--- config.mk ---
export PLATFORM = sky130hd
export DESIGN_NAME = fixed_to_single_float_converter
export DESIGN_NICKNAME = d
export VERILOG_FILES = /design/src/hdl/ftsf_pkg.sv /design/src/hdl/ftsf_encode.sv /design/src/hdl/ftsf_decode.sv /design/src/hdl/fixed_to_single_float_converter.sv
export SDC_FILE = /design/constraint.sdc
export NUM_CORES = 1
export LEC_CHECK = 0
export ABC_AREA = 1
export ABC_CLOCK_PERIOD_IN_PS = 3100
export BUFFER_PORTS_ARGS = -buffer_cell sky130_fd_sc_hd__buf_4
export CAP_MARGIN = 40
export CORE_ASPECT_RATIO = 1.25
export CORE_UTILIZATION = 52
export DETAILED_ROUTE_END_ITERATION = 12
export PLACE_DENSITY = 0.77
export SETUP_SLACK_MARGIN = 0.4
export SYNTH_ARGS = -nofsm -noshare
export SYNTH_HDL_FRONTEND = slang
export SYNTH_SLANG_ARGS = --single-unit
--- constraint.sdc ---
create_clock -name clk -period 3.1 [get_ports clk]
set_input_delay 0.465 -clock clk [delete_from_list [all_inputs] [get_ports clk]]
set_output_delay 0.465 -clock clk [all_outputs]
set_load 0.02 [all_outputs]
--- src/hdl/ftsf_pkg.sv ---
// Package: widths and constants for the fixed/single-float converter.
package ftsf_pkg;
  localparam int IntBits   = 16;
  localparam int FracBits  = 10;
  localparam int TotalBits = IntBits + FracBits;
  localparam int MantBits  = 23;
  localparam int ExpBias   = 127;
  localparam int ExpBits   = 8;
  localparam int PosBits   = 5;

  // Conversion direction codes on in_mode.
  localparam logic ModeEncode = 1'b0;
  localparam logic ModeDecode = 1'b1;

  typedef logic [TotalBits-1:0] mag_t;
  typedef logic [31:0]          word_t;

  typedef struct packed {
    logic  mode;
    logic  sign;
    mag_t  magnitude;
    word_t float_word;
  } item_t;

  typedef struct packed {
    word_t float_result;
    logic  fixed_sign;
    mag_t  fixed_magnitude;
    logic  out_of_range;
  } result_t;
endpackage

--- src/hdl/ftsf_encode.sv ---
// Encoder: fixed point magnitude to single word.
module ftsf_encode (
  input  logic          sign,
  input  ftsf_pkg::mag_t magnitude,
  output ftsf_pkg::word_t word
);
  import ftsf_pkg::*;

  logic [PosBits-1:0]  pos;
  logic [MantBits:0]   aligned;
  logic [ExpBits-1:0]  ex;

  always_comb begin
    pos = '0;
    for (int i = 0; i < TotalBits; i++) begin
      if (magnitude[i]) pos = PosBits'(i);
    end
  end

  always_comb begin
    if (int'(pos) <= MantBits)
      aligned = (MantBits+1)'(magnitude) << (PosBits'(MantBits) - pos);
    else
      aligned = (MantBits+1)'(magnitude >> (pos - PosBits'(MantBits)));
    ex = ExpBits'(int'(pos) - FracBits + ExpBias);
    if (magnitude == '0)
      word = {sign, 31'd0};
    else
      word = {sign, ex, aligned[MantBits-1:0]};
  end
endmodule

--- src/hdl/ftsf_decode.sv ---
// Decoder: single word to fixed point magnitude with saturation.
module ftsf_decode (
  input  ftsf_pkg::word_t word,
  output ftsf_pkg::mag_t  magnitude,
  output logic            sat
);
  import ftsf_pkg::*;

  logic [ExpBits-1:0]  e;
  logic signed [9:0]   shift;
  logic [MantBits:0]   sig;
  logic [MantBits+TotalBits:0] wide;

  assign e   = word[30:23];
  assign sig = {1'b1, word[MantBits-1:0]};
  assign shift = 10'(signed'({2'b00, e})) - 10'(ExpBias + MantBits - FracBits);

  always_comb begin
    sat  = 1'b0;
    wide = '0;
    magnitude = '0;
    if (e == '0) begin
      magnitude = '0;
    end else if (e == '1 || (shift + 10'(MantBits)) >= 10'(TotalBits)) begin
      sat = 1'b1;
      magnitude = '1;
    end else if (shift >= 0) begin
      wide = (MantBits+TotalBits+1)'(sig) << shift[4:0];
      magnitude = wide[TotalBits-1:0];
    end else if (shift > -10'sd32) begin
      wide = (MantBits+TotalBits+1)'(sig >> 5'(-shift));
      magnitude = wide[TotalBits-1:0];
    end
  end
endmodule

--- src/hdl/fixed_to_single_float_converter.sv ---
// Top level: registered fixed point <-> single float converter.
// Usage:
//   Pulse start with in_mode and the payload; busy is always low, so a
//   transaction is taken at every edge with start high.
//   Mode 0 encodes in_sign/in_magnitude (Q16.10) into out_float_result.
//   Mode 1 decodes in_float_word into out_fixed_sign/out_fixed_magnitude,
//   with out_of_range flagging saturation; unused outputs read zero.
// Pipeline: inputs and start are registered (item_r, vld_r), the logic
//   runs, and results and valid are registered again (res_r, out_vld_r);
//   out_valid rises together with the registered result.
// Throughput: one transaction per cycle, set by the single pass through
//   the leading-one detector and barrel shifters.
// Reset: synchronous active-low rst_n clears the valid pipeline; the
//   data registers item_r and res_r are not reset.
// Results show for exactly one cycle; the receiver cannot stall.
module fixed_to_single_float_converter (
  input  logic            clk,
  input  logic            rst_n,
  input  logic            start,
  output logic            busy,
  input  logic            in_mode,
  input  logic            in_sign,
  input  ftsf_pkg::mag_t  in_magnitude,
  input  ftsf_pkg::word_t in_float_word,
  output logic            out_valid,
  output ftsf_pkg::word_t out_float_result,
  output logic            out_fixed_sign,
  output ftsf_pkg::mag_t  out_fixed_magnitude,
  output logic            out_of_range
);
  import ftsf_pkg::*;

  item_t   item_r;
  logic    vld_r, out_vld_r;
  result_t res_nxt, res_r;
  word_t   enc_word;
  mag_t    dec_mag;
  logic    dec_sat;

  assign busy = 1'b0;

  always_ff @(posedge clk) begin
    if (!rst_n) begin
      vld_r     <= 1'b0;
      out_vld_r <= 1'b0;
    end else begin
      vld_r     <= start;
      out_vld_r <= vld_r;
    end
    item_r <= '{in_mode, in_sign, in_magnitude, in_float_word};
    res_r  <= res_nxt;
  end

  ftsf_encode u_enc (.sign(item_r.sign), .magnitude(item_r.magnitude), .word(enc_word));
  ftsf_decode u_dec (.word(item_r.float_word), .magnitude(dec_mag), .sat(dec_sat));

  always_comb begin
    res_nxt = '0;
    if (item_r.mode == ModeEncode) begin
      res_nxt.float_result = enc_word;
    end else begin
      res_nxt.fixed_sign      = item_r.float_word[31];
      res_nxt.fixed_magnitude = dec_mag;
      res_nxt.out_of_range    = dec_sat;
    end
  end

  assign out_valid           = out_vld_r;
  assign out_float_result    = res_r.float_result;
  assign out_fixed_sign      = res_r.fixed_sign;
  assign out_fixed_magnitude = res_r.fixed_magnitude;
  assign out_of_range        = res_r.out_of_range;
endmodule

* Word level (Yosys, flattened, before mapping)
Index checks and enable logic that the tools add are counted.
** Storage, ports and cells
- Bits in registers :: 122
- Input port bits :: 63
- Output and inout bits :: 62
- Logic and storage cells :: 63
** Cells by class
- Shift operators :: 4
- Mux-type cells :: 30
- Reductions and logical operators :: 5
- Order comparisons :: 4
- $add $sub $neg :: 7
- Bitwise operators :: 1
- Equal/unequal tests :: 1
** Operators by type and width (count)
- 26-bit 2-to-1 mux :: 3
- 5-bit 2-to-1 mux :: 10
- 4-bit 2-to-1 mux :: 8
- 26-bit logical NOT :: 1
- 24-bit by 5-bit << shifter with 26-bit output :: 1
- 24-bit by 5-bit right shift with 26-bit output :: 1
- 26-bit by 5-bit right shift with 23-bit output :: 1
- 24-bit by 5-bit << shifter with 23-bit output :: 1
- 23-bit 2-to-1 mux :: 1
- 3-bit 2-to-1 mux :: 4
- 9-bit by 6-bit adder with 10-bit output (second input constant) :: 1
- 10-bit by 6-bit >= comparator with 1-bit output (second input constant) :: 1
- 9-bit by 1-bit >= comparator with 1-bit output (second input constant) :: 1
- 9-bit by 6-bit greater-than comparator with 1-bit output (second input constant) :: 1
- 8-bit by 8-bit subtractor with 9-bit output (second input constant) :: 1
- 8-bit adder (second input constant) :: 1
- 8-bit == test (second input constant) :: 1
- 8-bit logical NOT :: 1
- 5-bit by 4-bit subtractor with 6-bit output (second input constant) :: 1
- 5-bit <= comparator (second input constant) :: 1
- 5-bit negation :: 1
- 5-bit subtractor (first input constant) :: 1
- 5-bit subtractor (second input constant) :: 1
- 2-bit 2-to-1 mux :: 2
- other kinds (4) :: 6

* Longest topological paths before layout
- Depth in word-level cells :: 28
- Mapped depth :: 35
- Gate-level depth less buffers :: 34

* Modules after synthesis
Synthesis repeated with hierarchy kept, for this count alone.
** Unflattened totals
- Cell total of the unflattened synthesis :: 1487
- Area total of the unflattened synthesis :: 8816.0 um2
** By module, submodules not included
- fixed_to_single_float_converter :: times used 1, sequential area each 2442.3 um2, area each 2997.9 um2, cells an instance 255
- ftsf_encode :: times used 1, sequential area each 0.0 um2, area each 2949.1 um2, cells an instance 600
- ftsf_decode :: times used 1, sequential area each 0.0 um2, area each 2869.0 um2, cells an instance 632

* Least setup slack after synthesis
No wires, ideal clock.
- Kind :: reg2reg
- Start point :: reg item_r[24] in the netlist's numbering
- End point :: reg res_r, in the netlist out_fixed_magnitude[10]
- Library setup time :: 0.137 ns
- Cell stages (with the launch flop) :: 15
- Clock period less this slack :: 3.203 ns
- Arrival time :: 3.066 ns
- Slack :: -0.103 ns
- Data required time :: 2.963 ns
- Path buffers :: 5
- Cell sequence :: dfxtp_1 -> clkbuf_1 -> inv_1 -> clkbuf_1 -> ha_1 -> ha_1 -> clkbuf_1 -> clkinv_1 -> o31ai_1 -> o2111ai_1 -> o21ai_0 -> a21o_1 -> clkbuf_1 -> clkbuf_1 -> a31oi_1
** On the way
- Cells in the longest elaborated chain, start to end :: 6
- Elaborated cells on any way between the ends :: 15
- Those cells by class :: 3 x add/sub; 3 x order compare; 1 x eq/ne; 2 x shift; 3 x mux; 3 x reduce/logical
** Ends and longest elaborated chain
- start, declared :: line fixed_to_single_float_converter.sv:33 : item_t item_r;
- start signal, assigned :: line fixed_to_single_float_converter.sv:50 : item_r <= '{in_mode, in_sign, in_magnitude, in_float_word};
- branches (longest 6 deep; another with 9-bit by 6-bit adder with 10-bit output)
- end signal, assigned :: line fixed_to_single_float_converter.sv:51 : res_r <= res_nxt;
- end, declared :: line fixed_to_single_float_converter.sv:35 : result_t res_nxt, res_r;
Parallel ways; which one is timed is not known.
A chain may end at the register's enable or synchronous reset.

* Worst setup path in the final report
- Start point :: reg item_r[34] in the netlist's numbering
- End point :: reg res_r, in the netlist out_float_result[6]
** On the way
- Cells in the longest elaborated chain, start to end :: 27
- Elaborated cells on any way between the ends :: 32
- Those cells by class :: 2 x add/sub; 1 x order compare; 2 x shift; 25 x mux; 2 x reduce/logical
** Ends and longest elaborated chain
- 2-bit 2-to-1 mux (2 in a row) :: line ftsf_encode.sv:16 : if (magnitude[i]) pos = PosBits'(i);
- 3-bit 2-to-1 mux (4 in a row) :: line ftsf_encode.sv:16
- 4-bit 2-to-1 mux (8 in a row) :: line ftsf_encode.sv:16
- 5-bit 2-to-1 mux (10 in a row) :: line ftsf_encode.sv:16
- 5-bit subtractor, on equally long branches :: line ftsf_encode.sv:24, ftsf_encode.sv:22
- 26-bit by 5-bit right shift with 23-bit output or 24-bit by 5-bit << shifter with 23-bit output (tied branches) :: line ftsf_encode.sv:24, ftsf_encode.sv:22
- 23-bit 2-to-1 mux :: line ftsf_encode.sv:21 : if (int'(pos) <= MantBits)
Parallel ways exist; a longest one is shown, timed or not.

==> qor.csv <==
metric,value,unit
gp_congestion,1.12,
drv_slew,0,
pwr-share-clk,0.360,
rsz0062_at_grt,yes,
io_pins,125,
finalWorstPathRequiredPeriod,2.97,ns
setup_tns,0,ns
syn_area_per_cell,6.25,um^2
drtIter0Drc,1259,
vias,9828,
yosysSeqAreaShare,0.304,
antenna_found_initial,0,
dr.pass1.iters,7,
ys_seq_elements,122,
dpl-instance-area,9380,um^2
wl,32.3,mm
dieArea,15900,um^2
track_usage,0.398,
cap_violations,0,
diodes,0,
ir_drop,0.386,mV
final_util,0.728,
via_per_inst,6.06,
synth.distinct_cells,50,
cp_data_required_time,3.45,ns
synth_edf_count,0,
die_y,141,um
clkSinkCount,122,
p_comb_frac,0.330,
portBuffers,123,
initial_core_util,0.535,
coreArea,15000,um^2
p_leak,5.14,nW
ys.flop_type,dfxtp_1,
most-common-layout-cells,"nand2_1, buf_4, nand3_1",
max-clock-path-buffers,2,
maxSlewHeadroom,0.307,
fill_cells,1274,
crit_slowest_cell,dfxtp_2,
cpPeakStageDelay,0.32,ns
gr-total-overflow,0,
layout_commonest_cell,nand2_1,
ant_nets,0,
status,completed,
hold_violations,0,
syn_inst,1284,
p_sw,2.02,mW
path_buf_inv,3,
drc,0,
die_w,113,um
worstPathArrival,3.32,ns
path_class,reg2reg,
clk_latency,0.43,ns
syn-num-nets,1363,
end_kind,flip-flop,
min_period_over_period,0.958,
clk_pin_slew,0.07,ns
power_density,518,nW/um^2
ys_async_sr_fraction,0,
setup_viol,0,
crit_fanout,5,
hp-class,in2reg,
holdWs,0.133,ns
dp_hpwl,23.5,mm
p_sw_frac,0.357,
worst_slew_pin_slew,1.04,ns
syn_to_final_growth,36.1,%
drive_gt1_frac,0.282,
grt_max_degree,50,
fmax,337,MHz
cts_buffers,17,
p_seq_frac,0.310,
synth_warnings,0,
htree_num_levels,4,
rows,50,
skew,0.0129,ns
cpMostUsedCell,nand2_1,
wire_per_inst,19.9,um
syn_area,8030,um^2
p_int,3.64,mW
tritoncts,done,
clock-root-buffer,clkbuf_16,
design_area,10900,um^2
grt_pass1_vias,8990,
grt_pass1_wl,47.7,mm
fin_nets,1507,
crit_family,simple AND/OR/NAND/NOR gates,
power,5.66,mW
startpoint_type,flip-flop,
==> synth_stat cells (2+ instances only) <==
master,instances,area [um^2]
o21ai_0,105,526
clkbuf_1,54,203
o211ai_1,16,120
ha_1,16,200
o21ai_1,9,45.0
a31oi_1,18,113
inv_2,6,22.5
buf_1,6,22.5
nor4_1,3,18.8
a32oi_1,2,17.5
inv_1,94,353
o22ai_1,4,25.0
nand3_1,208,1040
a21oi_2,2,17.5
nor3_1,3,15.0
dfxtp_1,122,2440
buf_6,4,45.0
or2_2,3,18.8
nand4_1,5,31.3
xor2_2,3,48.8
a21oi_1,84,420
xor2_1,3,26.3
o22a_1,2,17.5
o21bai_1,2,15.0
nand2_1,350,1310
nand3_2,6,60.1
clkinv_1,6,22.5
buf_2,7,35.0
a22oi_1,8,60.1
a211oi_1,4,30.0
o31ai_1,2,15.0
and2_1,3,18.8
buf_4,3,22.5
mux2i_1,16,160
nor2_1,89,334
o2111ai_1,2,17.5
==> power by group through the flow <==
stage / clock network, mW / registers (mW) / logic (mW)
after CTS: 2.04 / 1.75 / 1.60
after floorplan: 0 / 1.87 / 0.940
after detailed placement: 0 / 1.78 / 1.55
final: 2.04 / 1.76 / 1.87
after global placement: 0 / 1.78 / 1.55
after global routing: 2.11 / 1.76 / 2.00
==> registers in the layout (all words and copies together) (netlist names) <==
signal	cells
out_fixed_sign	1
item_r	60
out_of_range	1
out_float_result	32
out_valid	1
vld_r	1
out_fixed_magnitude	26
==> worst paths after layout <==
| kind | depth (start not counted) | end | slack [ns] | startpoint |
|---|---|---|---|---|
| worst max register to register | 33 | out_float_result[6] | 0.13 | item_r[34] |
| worst max-delay path | 33 | out_float_result[6] | 0.13 | item_r[34] |
| worst min register to register | 2 | out_float_result[31] | 0.41 | item_r[58] |
| worst min-delay path | 1 | item_r[57] | 0.13 | in_magnitude[25] |
==> worst reg2reg max path: cells and delay by family (launching register included) <==
family / cells / cell delay (ns)
buffers and inverters: 3 / 0.33
AOI/OAI and AO/OA: 3 / 0.53
DFF: 1 / 0.32
adders and majority gates: 1 / 0.25
and+or+nand+nor: 26 / 1.44
==> per-stage QoR <==
stage	setup slack (ns)	cells
after detailed placement	0.111	1562
after global placement	0.167	1562
after floorplan	0.396	1284
after global routing	-0.121	1623
final	0.130	1623
after CTS	0.182	1602
==> metal layers <==
metal,GRT usage,part of all wire,vias up
met4,0.330,0.10,0
li1,-,-,4601
met2,0.708,0.50,610
met3,0.0868,0.068,237
met5,0,0,-
met1,0.395,0.33,4380
==> kinds of logic after synthesis <==
kind of cell,after synthesis,synth area share
multiplexers,16,0.0199
AO/OA/AOI/OAI,267,0.186
adder cells (fa/ha/maj),16,0.0249
AND/OR/NAND/NOR,675,0.363
other,1,0.000467
XOR/XNOR,7,0.0104
buffers and inverters,180,0.0904
flip-flops,122,0.304
==> area by class of cell <==
type	count	area (um^2)	share of cell area
clock buffers	20	447	0.0409
clock inverters	12	149	0.0136
inverters	106	424	0.0388
multi-input cells	985	5610	0.514
flip-flops and latches	122	2450	0.224
well taps	182	228	0.0208
repair buffers	192	1570	0.144
repair inverters	4	41.3	0.00378
==> repair_timing <==
action | CTS | global route
pin swaps | 5 | 41
gates cloned | 3 | 7
endpoints found under the hold margin | 0 | 0
gates resized for setup | 26 | 149
endpoints found under the setup margin | 50 | 56
buffers inserted | 5 | 14
hold buffers | 0 | 0
Note: power is estimated with default switching activity, not from simulation.
